## src/rtl/ipvs_pkg.sv

```systemverilog
// ----------------------------------------------------------------------------
// Irrigation pump and valve sequencer package
// Command codes, register indexes, sequencer state type and its reset value.
// ----------------------------------------------------------------------------
package ipvs_pkg;

    typedef enum logic [2:0] {
        CMD_TICK  = 3'd0,
        CMD_SOIL  = 3'd1,
        CMD_LIGHT = 3'd2,
        CMD_CLOCK = 3'd3,
        CMD_PUMP  = 3'd4,
        CMD_VALVE1 = 3'd5,
        CMD_VALVE2 = 3'd6,
        CMD_MODE  = 3'd7
    } cmd_t;

    localparam int CFG_INDEX_W = 3;

    localparam logic [CFG_INDEX_W-1:0] REG_SOIL_THRESHOLD  = 3'd0;
    localparam logic [CFG_INDEX_W-1:0] REG_LIGHT_THRESHOLD = 3'd1;
    localparam logic [CFG_INDEX_W-1:0] REG_AUTO_OFF        = 3'd2;
    localparam logic [CFG_INDEX_W-1:0] REG_SCHEDULE1       = 3'd3;
    localparam logic [CFG_INDEX_W-1:0] REG_SCHEDULE2       = 3'd4;

    localparam logic [6:0]  SOIL_THRESHOLD_RESET  = 7'd40;
    localparam logic [15:0] LIGHT_THRESHOLD_RESET = 16'd800;
    localparam logic [15:0] AUTO_OFF_RESET        = 16'd0;
    localparam logic [10:0] SLOT_UNSET            = 11'd1440;
    localparam logic [5:0]  DAY_NONE              = 6'd63;
    localparam logic [5:0]  MINUTES_PER_HOUR      = 6'd60;

    localparam int TICK_W = 2;

    typedef struct packed {
        logic              pump;
        logic [1:0]        valve;
        logic              start_wait;
        logic [TICK_W-1:0] start_ticks;
        logic              stop_wait;
        logic [TICK_W-1:0] stop_ticks;
        logic [1:0]        marks;
        logic [3:0]        zone_dry;
        logic [15:0]       light;
        logic [1:0]        watered;
        logic [5:0]        last_day;
        logic [15:0]       auto_left;
        logic              mode;
    } seq_state_t;

    localparam seq_state_t STATE_RESET = '{
        pump:        1'b0,
        valve:       2'b00,
        start_wait:  1'b0,
        start_ticks: '0,
        stop_wait:   1'b0,
        stop_ticks:  '0,
        marks:       2'b00,
        zone_dry:    4'b0000,
        light:       16'd0,
        watered:     2'b00,
        last_day:    DAY_NONE,
        auto_left:   16'd0,
        mode:        1'b0
    };

endpackage

```

## src/rtl/irrigation_pump_valve_sequencer.sv

```systemverilog
// ----------------------------------------------------------------------------
// Irrigation pump and valve sequencer
// Drives one pump and two valves from a stream of tick, sensor, clock, switch
// and mode events; one result with the relay drives follows each event.
//
//   channel  | signals                          | direction
//   ---------+----------------------------------+----------
//   item     | item_valid, item_stall, fields   | in
//   result   | result_valid, result_stall, ...  | out
//   cfg      | cfg_valid, cfg_ready, index/data | in
//
// One event per cycle while result_stall is low; each event passes from the input register to
// the result register, with one step of flag and counter logic between them.
// Reset clears the state and loads the register defaults; no clearing pass.
// A stalled result holds, the input register keeps one more transfer, then
// item_stall rises until the result is taken.
// ----------------------------------------------------------------------------
module irrigation_pump_valve_sequencer #(
    parameter int PUMP_DELAY_TICKS = 2,
    parameter int ZONES            = 3
) (
    input  logic        clk,
    input  logic        rst_n,

    input  logic        item_valid,
    output logic        item_stall,
    input  logic [2:0]  command,
    input  logic [1:0]  zone,
    input  logic [9:0]  soil_tenths,
    input  logic [15:0] lux,
    input  logic [4:0]  clock_hour,
    input  logic [5:0]  clock_minute,
    input  logic [4:0]  clock_day,
    input  logic        switch_value,

    output logic        result_valid,
    input  logic        result_stall,
    output logic        pump_on,
    output logic        valve1_on,
    output logic        valve2_on,
    output logic        start_pending,
    output logic        stop_pending,

    input  logic        cfg_valid,
    output logic        cfg_ready,
    input  logic [ipvs_pkg::CFG_INDEX_W-1:0] cfg_index,
    input  logic [15:0] cfg_data
);

    localparam logic [ipvs_pkg::TICK_W-1:0] DELAY = ipvs_pkg::TICK_W'(PUMP_DELAY_TICKS);
    localparam logic [2:0] ZONE_LIMIT = 3'(ZONES);

    // configuration
    logic [6:0]  soil_threshold_reg;
    logic [15:0] light_threshold_reg;
    logic [15:0] auto_off_reg;
    logic [10:0] schedule1_reg;
    logic [10:0] schedule2_reg;

    // input register
    logic        stage_valid_reg;
    logic [2:0]  command_reg;
    logic [1:0]  zone_reg;
    logic [9:0]  soil_reg;
    logic [15:0] lux_reg;
    logic [4:0]  hour_reg;
    logic [5:0]  minute_reg;
    logic [4:0]  day_reg;
    logic        switch_reg;

    // state and result register
    ipvs_pkg::seq_state_t state_reg, state_next;
    logic       result_valid_reg;
    logic [4:0] result_reg, result_next;

    logic advance;
    logic take;

    assign cfg_ready  = 1'b1;
    assign advance    = !result_valid_reg || !result_stall;
    assign take       = stage_valid_reg && advance;
    assign item_stall = stage_valid_reg && !advance;

    always_ff @(posedge clk or negedge rst_n)
    begin
        if (!rst_n)
        begin
            soil_threshold_reg  <= ipvs_pkg::SOIL_THRESHOLD_RESET;
            light_threshold_reg <= ipvs_pkg::LIGHT_THRESHOLD_RESET;
            auto_off_reg        <= ipvs_pkg::AUTO_OFF_RESET;
            schedule1_reg       <= ipvs_pkg::SLOT_UNSET;
            schedule2_reg       <= ipvs_pkg::SLOT_UNSET;
        end
        else if (cfg_valid && cfg_ready)
        begin
            case (cfg_index)
                ipvs_pkg::REG_SOIL_THRESHOLD:  soil_threshold_reg  <= cfg_data[6:0];
                ipvs_pkg::REG_LIGHT_THRESHOLD: light_threshold_reg <= cfg_data;
                ipvs_pkg::REG_AUTO_OFF:        auto_off_reg        <= cfg_data;
                ipvs_pkg::REG_SCHEDULE1:       schedule1_reg       <= cfg_data[10:0];
                ipvs_pkg::REG_SCHEDULE2:       schedule2_reg       <= cfg_data[10:0];
                default: ;
            endcase
        end
    end

    always_ff @(posedge clk or negedge rst_n)
    begin
        if (!rst_n)
        begin
            stage_valid_reg <= 1'b0;
        end
        else if (!item_stall)
        begin
            stage_valid_reg <= item_valid;
        end
    end

    always_ff @(posedge clk)
    begin
        if (item_valid && !item_stall)
        begin
            command_reg <= command;
            zone_reg    <= zone;
            soil_reg    <= soil_tenths;
            lux_reg     <= lux;
            hour_reg    <= clock_hour;
            minute_reg  <= clock_minute;
            day_reg     <= clock_day;
            switch_reg  <= switch_value;
        end
    end

    function automatic logic any_dry(input ipvs_pkg::seq_state_t s);
        logic dry;
        dry = 1'b0;
        for (int z = 1; z < 4; z++)
        begin
            if (3'(z) <= ZONE_LIMIT && s.zone_dry[z])
            begin
                dry = 1'b1;
            end
        end
        return dry;
    endfunction

    function automatic ipvs_pkg::seq_state_t pump_start(input ipvs_pkg::seq_state_t s);
        ipvs_pkg::seq_state_t r;
        r             = s;
        r.pump        = 1'b1;
        r.stop_wait   = 1'b0;
        r.stop_ticks  = '0;
        r.marks       = 2'b00;
        r.start_wait  = 1'b0;
        r.start_ticks = '0;
        if (auto_off_reg != 16'd0)
        begin
            r.auto_left = auto_off_reg;
        end
        return r;
    endfunction

    function automatic ipvs_pkg::seq_state_t valve_drive(input ipvs_pkg::seq_state_t s,
                                                         input int v, input logic on);
        ipvs_pkg::seq_state_t r;
        r          = s;
        r.valve[v] = on;
        if (on && !s.pump && !s.start_wait)
        begin
            r.start_wait  = 1'b1;
            r.start_ticks = '0;
        end
        return r;
    endfunction

    function automatic ipvs_pkg::seq_state_t shutdown(input ipvs_pkg::seq_state_t s);
        ipvs_pkg::seq_state_t r;
        r = s;
        if (s.pump)
        begin
            r.pump       = 1'b0;
            r.stop_wait  = 1'b1;
            r.stop_ticks = '0;
            r.marks      = s.valve;
        end
        else
        begin
            r.valve = s.valve & s.marks;
        end
        return r;
    endfunction

    function automatic logic slot_hit(input logic [10:0] slot, input logic [4:0] h,
                                      input logic [5:0] m);
        logic [11:0] minute_of_day;
        minute_of_day = ({7'd0, h} << 6) - ({7'd0, h} << 2) + {6'd0, m};
        return (slot < ipvs_pkg::SLOT_UNSET) && (m < ipvs_pkg::MINUTES_PER_HOUR)
               && (minute_of_day == {1'b0, slot});
    endfunction

    function automatic ipvs_pkg::seq_state_t tick(input ipvs_pkg::seq_state_t s);
        ipvs_pkg::seq_state_t r;
        logic go;
        r = s;
        if (r.start_wait)
        begin
            if (r.start_ticks < DELAY)
            begin
                r.start_ticks = r.start_ticks + 1'b1;
            end
            if (r.start_ticks >= DELAY)
            begin
                r.start_wait  = 1'b0;
                r.start_ticks = '0;
                if (!r.pump)
                begin
                    go = r.mode ? (r.valve != 2'b00) : any_dry(r);
                    if (go)
                    begin
                        r = pump_start(r);
                    end
                end
            end
        end
        if (r.stop_wait)
        begin
            if (r.stop_ticks < DELAY)
            begin
                r.stop_ticks = r.stop_ticks + 1'b1;
            end
            if (r.stop_ticks >= DELAY)
            begin
                r.valve      = r.valve & ~r.marks;
                r.stop_wait  = 1'b0;
                r.stop_ticks = '0;
                r.marks      = 2'b00;
            end
        end
        if (r.auto_left != 16'd0)
        begin
            r.auto_left = r.auto_left - 16'd1;
            if (r.auto_left == 16'd0)
            begin
                r = shutdown(r);
            end
        end
        return r;
    endfunction

    function automatic ipvs_pkg::seq_state_t soil_report(input ipvs_pkg::seq_state_t s,
                                                         input logic [1:0] z,
                                                         input logic [9:0] soil);
        ipvs_pkg::seq_state_t r;
        logic [10:0] limit;
        r     = s;
        limit = 11'(soil_threshold_reg) * 11'd10;
        if (!r.mode && {1'b0, z} <= ZONE_LIMIT)
        begin
            if ({1'b0, soil} < limit)
            begin
                if (r.light > light_threshold_reg)
                begin
                    r.zone_dry[z] = 1'b0;
                end
                else
                begin
                    r.zone_dry[z] = 1'b1;
                    if (z == 2'd1)
                    begin
                        r = valve_drive(r, 0, 1'b1);
                    end
                    else if (z == 2'd2)
                    begin
                        r = valve_drive(r, 1, 1'b1);
                    end
                end
            end
            else
            begin
                r.zone_dry[z] = 1'b0;
                if (z == 2'd1 && r.valve[0])
                begin
                    r.marks[0] = 1'b1;
                end
                else if (z == 2'd2 && r.valve[1])
                begin
                    r.marks[1] = 1'b1;
                end
                if (!any_dry(r) && r.pump)
                begin
                    r = shutdown(r);
                end
            end
        end
        return r;
    endfunction

    function automatic ipvs_pkg::seq_state_t clock_reading(input ipvs_pkg::seq_state_t s,
                                                           input logic [4:0] h,
                                                           input logic [5:0] m,
                                                           input logic [4:0] d);
        ipvs_pkg::seq_state_t r;
        r = s;
        if (r.mode)
        begin
            if (r.last_day != {1'b0, d})
            begin
                r.watered  = 2'b00;
                r.last_day = {1'b0, d};
            end
            if (slot_hit(schedule1_reg, h, m) && !r.watered[0])
            begin
                r.watered[0] = 1'b1;
                r = valve_drive(r, 0, 1'b1);
                r = valve_drive(r, 1, 1'b1);
            end
            if (slot_hit(schedule2_reg, h, m) && !r.watered[1])
            begin
                r.watered[1] = 1'b1;
                r = valve_drive(r, 0, 1'b1);
                r = valve_drive(r, 1, 1'b1);
            end
        end
        return r;
    endfunction

    always_comb
    begin
        state_next = state_reg;
        case (ipvs_pkg::cmd_t'(command_reg))
            ipvs_pkg::CMD_TICK:   state_next = tick(state_reg);
            ipvs_pkg::CMD_SOIL:   state_next = soil_report(state_reg, zone_reg, soil_reg);
            ipvs_pkg::CMD_LIGHT:  state_next.light = lux_reg;
            ipvs_pkg::CMD_CLOCK:
                state_next = clock_reading(state_reg, hour_reg, minute_reg, day_reg);
            ipvs_pkg::CMD_PUMP:
                state_next = switch_reg ? pump_start(state_reg) : shutdown(state_reg);
            ipvs_pkg::CMD_VALVE1: state_next = valve_drive(state_reg, 0, switch_reg);
            ipvs_pkg::CMD_VALVE2: state_next = valve_drive(state_reg, 1, switch_reg);
            ipvs_pkg::CMD_MODE:
            begin
                state_next.mode        = switch_reg;
                state_next             = shutdown(state_next);
                state_next.start_wait  = 1'b0;
                state_next.start_ticks = '0;
                if (switch_reg)
                begin
                    state_next.watered = 2'b00;
                end
                else
                begin
                    state_next.zone_dry = 4'b0000;
                end
            end
            default: state_next = state_reg;
        endcase
        result_next = {state_next.pump, state_next.valve[0], state_next.valve[1],
                       state_next.start_wait, state_next.stop_wait};
    end

    always_ff @(posedge clk or negedge rst_n)
    begin
        if (!rst_n)
        begin
            state_reg        <= ipvs_pkg::STATE_RESET;
            result_valid_reg <= 1'b0;
        end
        else
        begin
            if (take)
            begin
                state_reg <= state_next;
            end
            if (advance)
            begin
                result_valid_reg <= stage_valid_reg;
            end
        end
    end

    always_ff @(posedge clk)
    begin
        if (take)
        begin
            result_reg <= result_next;
        end
    end

    assign result_valid  = result_valid_reg;
    assign pump_on       = result_reg[4];
    assign valve1_on     = result_reg[3];
    assign valve2_on     = result_reg[2];
    assign start_pending = result_reg[1];
    assign stop_pending  = result_reg[0];

    a_pump_no_stop: assert property (@(posedge clk) disable iff (!rst_n)
        !(state_reg.pump && state_reg.stop_wait))
        else $error("pump running with stop delay armed");

    a_pump_no_start: assert property (@(posedge clk) disable iff (!rst_n)
        !(state_reg.pump && state_reg.start_wait))
        else $error("pump running with start delay armed");

    a_start_idle: assert property (@(posedge clk) disable iff (!rst_n)
        !state_reg.start_wait |-> state_reg.start_ticks == '0)
        else $error("start count left over");

    a_stop_idle: assert property (@(posedge clk) disable iff (!rst_n)
        !state_reg.stop_wait |-> state_reg.stop_ticks == '0)
        else $error("stop count left over");

    a_stall_hold: assert property (@(posedge clk) disable iff (!rst_n)
        item_stall |=> stage_valid_reg && $stable(command_reg))
        else $error("held transfer lost");

endmodule
```

## config.mk

```make
export PLATFORM = sky130hd
export DESIGN_NAME = irrigation_pump_valve_sequencer
export DESIGN_NICKNAME = d
export VERILOG_FILES = /design/src/rtl/ipvs_pkg.sv /design/src/rtl/irrigation_pump_valve_sequencer.sv
export SDC_FILE = /design/constraint.sdc
export NUM_CORES = 1
export LEC_CHECK = 0
export BUFFER_PORTS_ARGS = -buffer_cell sky130_fd_sc_hd__buf_4
export CAP_MARGIN = 20
export CELL_PAD_IN_SITES_DETAIL_PLACEMENT = 1
export CELL_PAD_IN_SITES_GLOBAL_PLACEMENT = 2
export CORE_MARGIN = 4
export CORE_UTILIZATION = 37
export CTS_BUF_LIST = sky130_fd_sc_hd__clkbuf_8
export CTS_CLUSTER_SIZE = 8
export DETAILED_ROUTE_END_ITERATION = 10
export PLACE_DENSITY = 0.88
export SLEW_MARGIN = 20
export SYNTH_ARGS = -nofsm -noshare
export SYNTH_HDL_FRONTEND = slang
export SYNTH_SLANG_ARGS = --single-unit
```

## constraint.sdc

```tcl
create_clock -name clk -period 3.85 [get_ports clk]
set_clock_uncertainty 0.15 [all_clocks]
set_input_delay 0.1925 -clock clk [delete_from_list [all_inputs] [get_ports clk]]
set_output_delay 0.1925 -clock clk [all_outputs]
set_load 0.01 [all_outputs]
```

==> results.tsv, run 1 <==
stage	metric	value	unit
outcome	status	complete, but fails checks	
outcome	failing checks	setup timing	
layout	Finished Cell Area	12900	sq um
route	DR iter-0 viols	516	
pwr	Leak	5.45	nW
yosys	Mapped Cells	944	
placement	DP Area	11400	sq um
layout	synthesis-to-finish area growth	32.0	%
yosys	register area share after synthesis	46.4	%
grt	first-pass GRT wire length	51300	microns
pwr	share of total power in the clock network	17.8	%
pwr	Pwr Total	7.47	mW
route	DR vias	8682	
timing	Max transition margin	37.5	%
grt	initial antenna violation count	0	
setup_path	R2R depth	16	
grt	largest net degree at the start of global routing	50	
die	Rows	59	
yosys	Synth Flop Type	dfrtp_1	
route	WL final	33200	microns
yosys	Synth top cells by count	99 x dfrtp_1, 96 x nand2_1, 61 x mux2_2	
grt	total gr overflow	0	
yosys	Synth warnings	0	
placement	gp weighted congestion	0.930	
setup_path	most frequent CP cell	a21oi_2	
setup_path	critical path depth	16	
placement	DP HPWL	21900	microns
timing	TNS Setup	-145	ps
layout	Nets	1309	
die	die outline width	171	microns
yosys	Mapped Area	9780	sq um
clock_tree	CTS buffer count	17	
route	Routed Antenna Nets	0	
layout	Inserted Diodes	0	
setup_path	Cell Chain, Critical Path	ha_4, ha_4, a21o_1, a21oi_2, o21ai_2, a21oi_2, xor2_1, ha_1, o211ai_1, a211oi_2, a21oi_2, buf_6, nand3b_1, a211o_1, nand4_1, and2_4	
die	core area	26100	sq um
layout	Register Area	4540	sq um
worst_hold_path	HP Class	in2reg	
setup_path	Worst setup SP type	flop	
yosys	top area cells in the synthesized netlist	dfrtp_1 25%, edfxtp_1 16%, mux2_2 7.0%	
pwr	Comb pwr share	47.4	%
layout	Layout Utilization	49.5	%
die	I/O pins	80	
yosys	Post-synth EDFFs	52	
timing	hold slack	51.3	ps
clock_tree	CTS Sinks	170	
clock_tree	clk_lat worst skew	480	ps
pwr	power per cell area	579	nW/um^2
run	max cap viols	0	
die	die area	29100	sq um
grt	GRT Total Usage	22.5	%
yosys	Syn Area/Cell	10.4	sq um
clock_tree	Clock Tree Root	clkbuf_8	
layout	max FFs per register	55	
layout	layout cells sized above 1	30.8	%
timing	maximum achievable frequency	0.254	GHz
route	Pre-Repair DR Iteration Count	5	
layout	fill cell count	2863	
route	via density per instance	5.64	
timing	final setup fails	3	
setup_path	Worst path max stage delay	600	ps
clock_tree	CTS tree	yes	
placement	input/output buffers	77	
pwr	Switching Fraction	40.5	%
yosys	top-count cell post-synth	dfrtp_1	
timing	worst slew pin tran	931	ps
setup_path	critical path arrival	4200	ps
setup_path	Worst path top cell family by delay	compound AO/OA/AOI/OAI gates	
die	Die H	171	microns
setup_path	CP bufs+invs	1	
pwr	Max VDD drop	0.250	mV
clock_tree	Max H-tree Level	4	
timing	minimum clock period	3940	ps
timing	Tcrit/Tclk final	102	%
yosys	area leader, netlist	dfrtp_1	
setup_path	kind of end point of the critical path	flop	
pwr	internal power	4.45	mW
yosys	post-synthesis async set-or-reset flop share	69.4	%
timing	RSZ-0062 raised after global routing	yes	
worst_hold_path	hold path cells	3	
grt	vias in the first global route	9168	
route	detailed-route DRC error count	0	
yosys	Synth Register Bits	170	
route	WL/cell	21.5	microns
setup_path	CP max stage cell	dfstp_2	
setup_path	Crit path required time	4120	ps
yosys	Synth Net Count	1061	
yosys	synth unique cells	82	
clock_tree	clock-pin slew on the worst setup and hold paths	120	ps
layout	multi-input logic area	5170	sq um
setup_path	Crit Path Max Fanout	7	
yosys	top cell type's share of synthesized area	25.3	%
die	Starting Density	37.5	%
clock_tree	Max Root-Sink Buffers	2	
setup_path	kind of critical path	reg2reg	
timing	setup slack after layout	-85.7	ps
pwr	Psw	3.02	mW
timing	final hold viol count	0	
pwr	Reg power frac	34.8	%
timing	fin. max-slew vios	0	
layout make-up:
| cell class | count | area share (%) |
|---|---|---|
| Clock buffer | 17 | 1.81 |
| Clock inverter | 15 | 1.39 |
| Inverter | 53 | 1.54 |
| Multi-Input combinational cell | 688 | 40.1 |
| Sequential cell | 170 | 35.2 |
| Tap cell | 335 | 3.25 |
| Timing Repair Buffer | 262 | 16.8 |
metal layers:
metal  GRT usage [%]  up-vias  share of wire [%]
met5               0        -                  0
met1            29.7     4368                 42
met2            38.4      281                 50
li1                -     3956                  -
met3            3.00       77                5.0
met4            7.74        0                3.4
tightest hold or removal path, stage by stage:
cell and delay (ps):
buf_4 110, nor3b_2 110, mux2_2 240
final timing paths:
kind | start | end | slack, ps
min in group asynchronous | rst_n | state_reg[52] | 160
worst min-delay path | cfg_index[0] | soil_threshold_reg[0] | 50
max in group asynchronous | rst_n | schedule1_reg[8] | 2510
worst max register to register | soil_threshold_reg[3] | state_reg[51] | -90
worst min register to register | lux_reg[13] | state_reg[38] | 340
worst max-delay path | soil_threshold_reg[3] | state_reg[51] | -90
cells by family (layout without fill, tap and decap cells):
logic type                 after synthesis  after routing  synth area share, %
DFF                                    170            170                 46.4
xor gates and xnor gates                43             43                 4.15
adders and majority gates               45             45                 5.83
AOI/OAI and AO/OA                      211            211                 14.9
other                                    1              1               0.0384
and+or+nand+nor                        313            313                 16.6
buffers and inverters                   86            347                 3.57
muxes                                   75             75                 8.50
cell usage in the layout, fill, tap and decap left out, types with 9 or more instances in the layout:
cell type / instances
nor2b_1: 9
a22oi_1: 17
buf_4: 189
nand4_1: 17
xor2_1: 13
clkbuf_8: 17
nand2_1: 96
o21ai_0: 53
nand2b_1: 9
edfxtp_1: 52
dfstp_2: 19
dfrtp_1: 99
xnor2_1: 25
mux2i_1: 9
dlygate4sd3_1: 69
ha_1: 34
o21ai_1: 16
nand3_1: 31
nor3_1: 32
a21oi_1: 20
inv_1: 54
mux2_2: 61
nor2_1: 53
timing repair:
action	CTS	global route
setup endpoints to repair	16	20
endpoints found under the hold margin	149	0
pin swaps	13	36
hold buffers	69	0
setup buffers	7	7
gates resized for setup	16	42
per-stage QoR:
stage / cells / worst slack, ps
after floorplan: 944 / 30.0
after global placement: 1426 / -101
after detailed placement: 1426 / -285
after CTS: 1534 / -19.8
after global routing: 1540 / -215
final: 1540 / -85.7
power groups by stage:
stage | Sequential (mW) | Clock (mW) | Combinational (mW)
2_1_floorplan | 2.52 | 0 | 1.86
3_3_place_gp | 2.58 | 0 | 2.94
3_5_place_dp | 2.60 | 0 | 3.05
4_1_cts | 2.56 | 1.32 | 3.19
5_1_grt | 2.65 | 1.43 | 3.84
6_report | 2.60 | 1.33 | 3.54
Power figures use the tool's default switching activity.
==> run 2: changes to the inputs <==
--- a/config.mk
+++ b/config.mk
@@ -14,6 +14,7 @@
 export CTS_BUF_LIST = sky130_fd_sc_hd__clkbuf_8
 export CTS_CLUSTER_SIZE = 8
 export DETAILED_ROUTE_END_ITERATION = 10
+export HOLD_SLACK_MARGIN = 0.03
 export PLACE_DENSITY = 0.88
 export SLEW_MARGIN = 20
 export SYNTH_ARGS = -nofsm -noshare
==> constraint.sdc (replaced) <==
create_clock -name clk -period 3.85 [get_ports clk]
set_clock_uncertainty 0.15 [all_clocks]
set_input_delay 0.5775 -clock clk [delete_from_list [all_inputs] [get_ports clk]]
set_output_delay 0.5775 -clock clk [all_outputs]
set_load 0.01 [all_outputs]
==> results.tsv, run 2 (same netlist as run 1, synthesis figures left out) <==
stage	metric	value	unit
route	detailed-route DRC error count	0	
die	core area	26100	sq um
timing	maximum achievable frequency	0.255	GHz
setup_path	CP bufs+invs	1	
route	DR iter-0 viols	524	
layout	commonest non-fill, non-tap cell in the layout	buf_4	
clock_tree	Clock Tree Root	clkbuf_8	
clock_tree	CTS tree	yes	
setup_path	kind of end point of the critical path	flop	
outcome	status	complete, but fails checks	
setup_path	Worst setup SP type	flop	
die	Starting Density	37.5	%
layout	commonest non-fill, non-tap cells in the layout	179 x buf_4, 99 x dfrtp_1, 96 x nand2_1	
setup_path	Crit path required time	3910	ps
timing	final setup fails	6	
die	Die H	171	microns
timing	final hold viol count	0	
clock_tree	Max Root-Sink Buffers	2	
route	DR vias	8090	
timing	setup slack after layout	-71.5	ps
layout	layout cells sized above 1	31.6	%
timing	Tcrit/Tclk final	102	%
route	Routed Antenna Nets	0	
layout	multi-input logic area	5110	sq um
layout	Inserted Diodes	0	
worst_hold_path	HP Class	in2reg	
clock_tree	clk_lat worst skew	490	ps
route	WL final	28900	microns
setup_path	Worst path max stage delay	580	ps
pwr	Leak	5.12	nW
setup_path	Crit Path Max Fanout	3	
timing	fin. max-slew vios	0	
grt	first-pass GRT wire length	46300	microns
route	via density per instance	5.53	
placement	gp weighted congestion	0.932	
route	WL/cell	19.7	microns
setup_path	critical path arrival	3980	ps
timing	worst slew pin tran	1250	ps
placement	input/output buffers	77	
route	Pre-Repair DR Iteration Count	5	
setup_path	Cell Chain, Critical Path	nor3b_4, or4_4, a21oi_4, mux2i_2, ha_2, o31ai_1, or4_4, a22oi_2, nand4b_1, buf_4, nand3_4, a32oi_1	
timing	hold slack	103	ps
grt	GRT Total Usage	20.1	%
timing	Max transition margin	15.7	%
layout	max FFs per register	55	
grt	vias in the first global route	8597	
die	I/O pins	80	
placement	DP HPWL	21400	microns
pwr	Max VDD drop	0.271	mV
timing	RSZ-0062 raised after global routing	yes	
grt	initial antenna violation count	0	
run	max cap viols	0	
setup_path	Worst path top cell family by delay	simple AND/OR/NAND/NOR gates	
die	Rows	59	
setup_path	most frequent CP cell	or4_4	
layout	Layout Utilization	46.5	%
timing	minimum clock period	3920	ps
clock_tree	CTS buffer count	17	
layout	synthesis-to-finish area growth	24.0	%
clock_tree	clock-pin slew on the worst setup and hold paths	120	ps
setup_path	CP max stage cell	or4_4	
die	die area	29100	sq um
layout	fill cell count	2904	
clock_tree	Max H-tree Level	4	
setup_path	kind of critical path	reg2reg	
die	die outline width	171	microns
layout	Register Area	4540	sq um
layout	Nets	1231	
grt	largest net degree at the start of global routing	68	
outcome	failing checks	setup timing	
grt	total gr overflow	0	
clock_tree	CTS Sinks	170	
pwr	power per cell area	593	nW/um^2
==> run 2: layout make-up <==
| type | instances | share of cell area (%) |
|---|---|---|
| Clock buffer | 17 | 1.93 |
| Inverter | 53 | 1.64 |
| Sequential cell | 170 | 37.4 |
| Tap cell | 335 | 3.46 |
| Timing Repair Buffer | 184 | 11.6 |
| Multi-Input combinational cell | 688 | 42.2 |
| Clock inverter | 15 | 1.79 |
==> run 2: metrics by stage <==
step | std cells | setup slack, ps | area [sq um] | setup TNS (ps) | power (mW)
2_1_floorplan | 944 | 30.0 | 9780 | 0 | 4.38
3_3_place_gp | 1422 | -103 | 11400 | -239 | 5.43
3_5_place_dp | 1422 | -207 | 11400 | -1340 | 5.56
4_1_cts | 1458 | 1.55 | 11900 | 0 | 7.06
5_1_grt | 1462 | -219 | 12100 | -1920 | 7.68
6_report | 1462 | -71.5 | 12100 | -248 | 7.19
==> run 2: repair_timing <==
| item | CTS | global route |
|---|---|---|
| gates resized for setup | 15 | 35 |
| hold buffers | 1 | 0 |
| endpoints found under the setup margin | 16 | 18 |
| endpoints found under the hold margin | 33 | 0 |
| buffers inserted | 3 | 4 |
| pin swaps | 10 | 27 |
==> run 2: path summary, 6_finish.rpt <==
check / to / start / cells past startpoint / slack [ps]
setup / recovery: result_reg[4] / state_reg[0] / 12 / -70
setup reg to reg: result_reg[4] / state_reg[0] / 12 / -70
hold / removal: soil_reg[2] / soil_tenths[2] / 1 / 100
hold reg to reg: state_reg[26] / lux_reg[1] / 1 / 340
min in group asynchronous: state_reg[7] / rst_n / 2 / 550
max in group asynchronous: light_threshold_reg[5] / rst_n / 3 / 2080
==> run 2: layer usage <==
metal / GRT usage, % / vias to the layer above / share of wire (%)
met1: 26.6 / 4063 / 43
met5: 0 / - / 0
met3: 3.07 / 33 / 4.1
met4: 5.49 / 0 / 1.8
met2: 34.5 / 182 / 51
li1: - / 3812 / -
==> run 2: where the power goes <==
group / switching, mW / internal [mW] / total [mW]
logic: 1.69 / 1.52 / 3.21
clock network: 0.834 / 0.570 / 1.40
registers: 0.320 / 2.26 / 2.58
total: 2.85 / 4.35 / 7.19
==> run 2: worst register-to-register path: stages, from the launching register on <==
cell and delay, ps:
dfrtp_1 450, nor3b_4 190, or4_4 580, a21oi_4 170
mux2i_2 280, ha_2 240, o31ai_1 110, or4_4 540
a22oi_2 260, nand4b_1 260, buf_4 220, nand3_4 80
a32oi_1 130
==> run 3: changes to the inputs <==
--- a/config.mk
+++ b/config.mk
@@ -5,12 +5,13 @@
 export SDC_FILE = /design/constraint.sdc
 export NUM_CORES = 1
 export LEC_CHECK = 0
+export ABC_AREA = 1
 export BUFFER_PORTS_ARGS = -buffer_cell sky130_fd_sc_hd__buf_4
 export CAP_MARGIN = 20
 export CELL_PAD_IN_SITES_DETAIL_PLACEMENT = 1
 export CELL_PAD_IN_SITES_GLOBAL_PLACEMENT = 2
 export CORE_MARGIN = 4
-export CORE_UTILIZATION = 37
+export CORE_UTILIZATION = 34
 export CTS_BUF_LIST = sky130_fd_sc_hd__clkbuf_8
 export CTS_CLUSTER_SIZE = 8
 export DETAILED_ROUTE_END_ITERATION = 10
==> results.tsv, run 3 <==
stage	metric	value	unit
die	Die H	179	microns
clock_tree	CTS tree	yes	
setup_path	reg2reg end	result_reg[0]	
setup_path	kind of critical path	reg2reg	
timing	worst slew pin tran	1020	ps
clock_tree	Max Root-Sink Buffers	2	
placement	input/output buffers	77	
clock_tree	clock-pin slew on the worst setup and hold paths	100	ps
pwr	internal power	4.03	mW
outcome	status	finished, final reports clean	
timing	setup slack after layout	292	ps
die	die area	31900	sq um
layout	max FFs per register	55	
placement	gp weighted congestion	0.932	
yosys	Synth Net Count	1351	
layout	Nets	1445	
layout	commonest non-fill, non-tap cell in the layout	nand2_1	
yosys	Mapped Cells	1234	
setup_path	Crit path required time	3930	ps
layout	Register Area	4540	sq um
timing	fin. max-slew vios	0	
grt	largest net degree at the start of global routing	70	
layout	Inserted Diodes	0	
grt	first-pass GRT wire length	45400	microns
yosys	Synth Register Bits	170	
layout	commonest non-fill, non-tap cells in the layout	337 x nand2_1, 153 x inv_1, 110 x nor2_1	
setup_path	Cell Chain, Critical Path	ha_1, ha_1, inv_1, fa_1, xor2_1, ha_1, nand2_1, nor2_1, nor2_1, o211ai_1, nand3_1, nand2_1, nand2_1, nand2_1, nand2_4, nor3_1, o21ai_0, nand3_1, a21oi_1, a22oi_1	
setup_path	Worst path top cell family by delay	adder cells	
die	core area	28700	sq um
timing	Max transition margin	31.7	%
die	I/O pins	80	
route	Pre-Repair DR Iteration Count	5	
pwr	Max VDD drop	0.271	mV
setup_path	Worst setup SP type	flop	
setup_path	Crit Path Max Fanout	6	
grt	initial antenna violation count	0	
setup_path	CP max stage cell	dfrtp_1	
layout	fill cell count	3567	
setup_path	kind of end point of the critical path	flop	
clock_tree	CTS Sinks	170	
clock_tree	CTS buffer count	17	
timing	TNS Setup	0	ps
pwr	Switching Fraction	37.7	%
route	WL/cell	16.0	microns
yosys	area leader, netlist	dfrtp_1	
yosys	post-synthesis async set-or-reset flop share	69.4	%
yosys	Synth top cells by count	338 x nand2_1, 153 x inv_1, 110 x nor2_1	
timing	Tcrit/Tclk final	92.4	%
die	Starting Density	34.5	%
setup_path	Worst path max stage delay	410	ps
timing	hold slack	49.2	ps
yosys	top-count cell post-synth	nand2_1	
yosys	register area share after synthesis	45.8	%
grt	total gr overflow	0	
clock_tree	Max H-tree Level	4	
route	DR vias	8577	
yosys	top cell type's share of synthesized area	25.0	%
pwr	Comb pwr share	35.1	%
route	via density per instance	4.97	
timing	final hold viol count	0	
timing	maximum achievable frequency	0.281	GHz
yosys	Synth warnings	0	
timing	final setup fails	0	
setup_path	worst r2r src	soil_threshold_reg[1]	
yosys	Synth Flop Type	dfrtp_1	
grt	GRT Total Usage	18.0	%
setup_path	most frequent CP cell	nand2_1	
worst_hold_path	HP Class	in2async	
placement	Placement Setup Slack	-2.20	ps
layout	Finished Cell Area	11500	sq um
pwr	Leak	5.44	nW
die	die outline width	179	microns
layout	synthesis-to-finish area growth	16.4	%
setup_path	CP bufs+invs	1	
die	Rows	62	
placement	DP Area	11000	sq um
placement	DP HPWL	21100	microns
layout	multi-input logic area	4650	sq um
route	WL final	27600	microns
setup_path	R2R depth	20	
setup_path	worst reg-to-reg setup slack	290	ps
setup_path	critical path arrival	3640	ps
layout	layout cells sized above 1	15.7	%
route	Routed Antenna Nets	0	
grt	vias in the first global route	8757	
route	detailed-route DRC error count	0	
timing	minimum clock period	3560	ps
pwr	Psw	2.44	mW
pwr	share of total power in the clock network	24.6	%
run	max cap viols	0	
route	DR iter-0 viols	493	
yosys	synth unique cells	51	
pwr	power per cell area	562	nW/um^2
clock_tree	Clock Tree Root	clkbuf_8	
pwr	Reg power frac	40.3	%
yosys	top area cells in the synthesized netlist	dfrtp_1 25%, edfxtp_1 16%, nand2_1 13%	
timing	RSZ-0062 raised after global routing	no	
yosys	Syn Area/Cell	8.02	sq um
yosys	Mapped Area	9900	sq um
clock_tree	postcts setup bufs	0	
yosys	Post-synth EDFFs	52	
clock_tree	clk_lat worst skew	480	ps
[run 3: changes by cell type after synthesis, moves of 16 or more]
cell and change:
nor2_1 +57, nand2_1 +242, o21ai_0 +34, inv_1 +100
nor3_1 -25, mux2_2 -46, a31oi_1 +16, nand3_1 +68
[run 3: layer usage]
layer  GRT usage [%]  share of wire [%]
met5               0                  0
met4            4.54                1.3
met3            3.39                3.5
met2            28.9                 47
met1            25.0                 48
[run 3: cells by family (layout without fill, tap and decap cells)]
family	after synthesis	after routing	share of synthesized area, %
adders and majority gates	45	45	5.76
buffers and inverters	186	293	7.47
DFF	170	170	45.8
xor gates and xnor gates	21	21	1.93
other	1	1	0.0379
muxes	15	15	1.71
AOI/OAI and AO/OA	180	180	10.4
and+or+nand+nor	616	616	26.9
[run 3: worst max path at each step]
stage                               start       endpoint  cells past startpoint
floorplan           soil_threshold_reg[3]  state_reg[47]                     23
global placement    soil_threshold_reg[3]  state_reg[47]                     23
detailed placement  soil_threshold_reg[1]  state_reg[48]                     22
CTS                 soil_threshold_reg[1]  state_reg[47]                     24
global route        soil_threshold_reg[1]  state_reg[55]                     21
finish              soil_threshold_reg[1]  result_reg[0]                     20
[run 3: power by group through the flow]
stage               combinational (mW)  clock (mW)  sequential, mW
finish                            2.27        1.59            2.61
global route                      2.63        1.72            2.67
CTS                               2.29        1.63            2.61
detailed placement                2.27           0            2.64
global placement                  2.18           0            2.62
floorplan                         1.64           0            2.54
[run 3: what timing repair did]
action / 4_1_cts / 5_1_grt
hold buffers: 0 / 0
resized for setup: 0 / 4
setup endpoints to repair: 0 / 14
[run 3: area by class of cell]
type	count	share of cell area, %
Clock inverter	15	2.26
Tap cell	384	4.17
Clock buffer	17	2.03
Multi-Input combinational cell	878	40.4
Timing Repair Buffer	102	6.64
Inverter	159	5.18
Sequential cell	170	39.4
[run 3: stage by stage]
step                instances  power, mW  util, %
floorplan                1234       4.18        -
global placement         1693       4.80     38.4
detailed placement       1693       4.91     38.4
CTS                      1725       6.53     40.1
global route             1725       7.01     40.2
finish                   1725       6.47     40.2
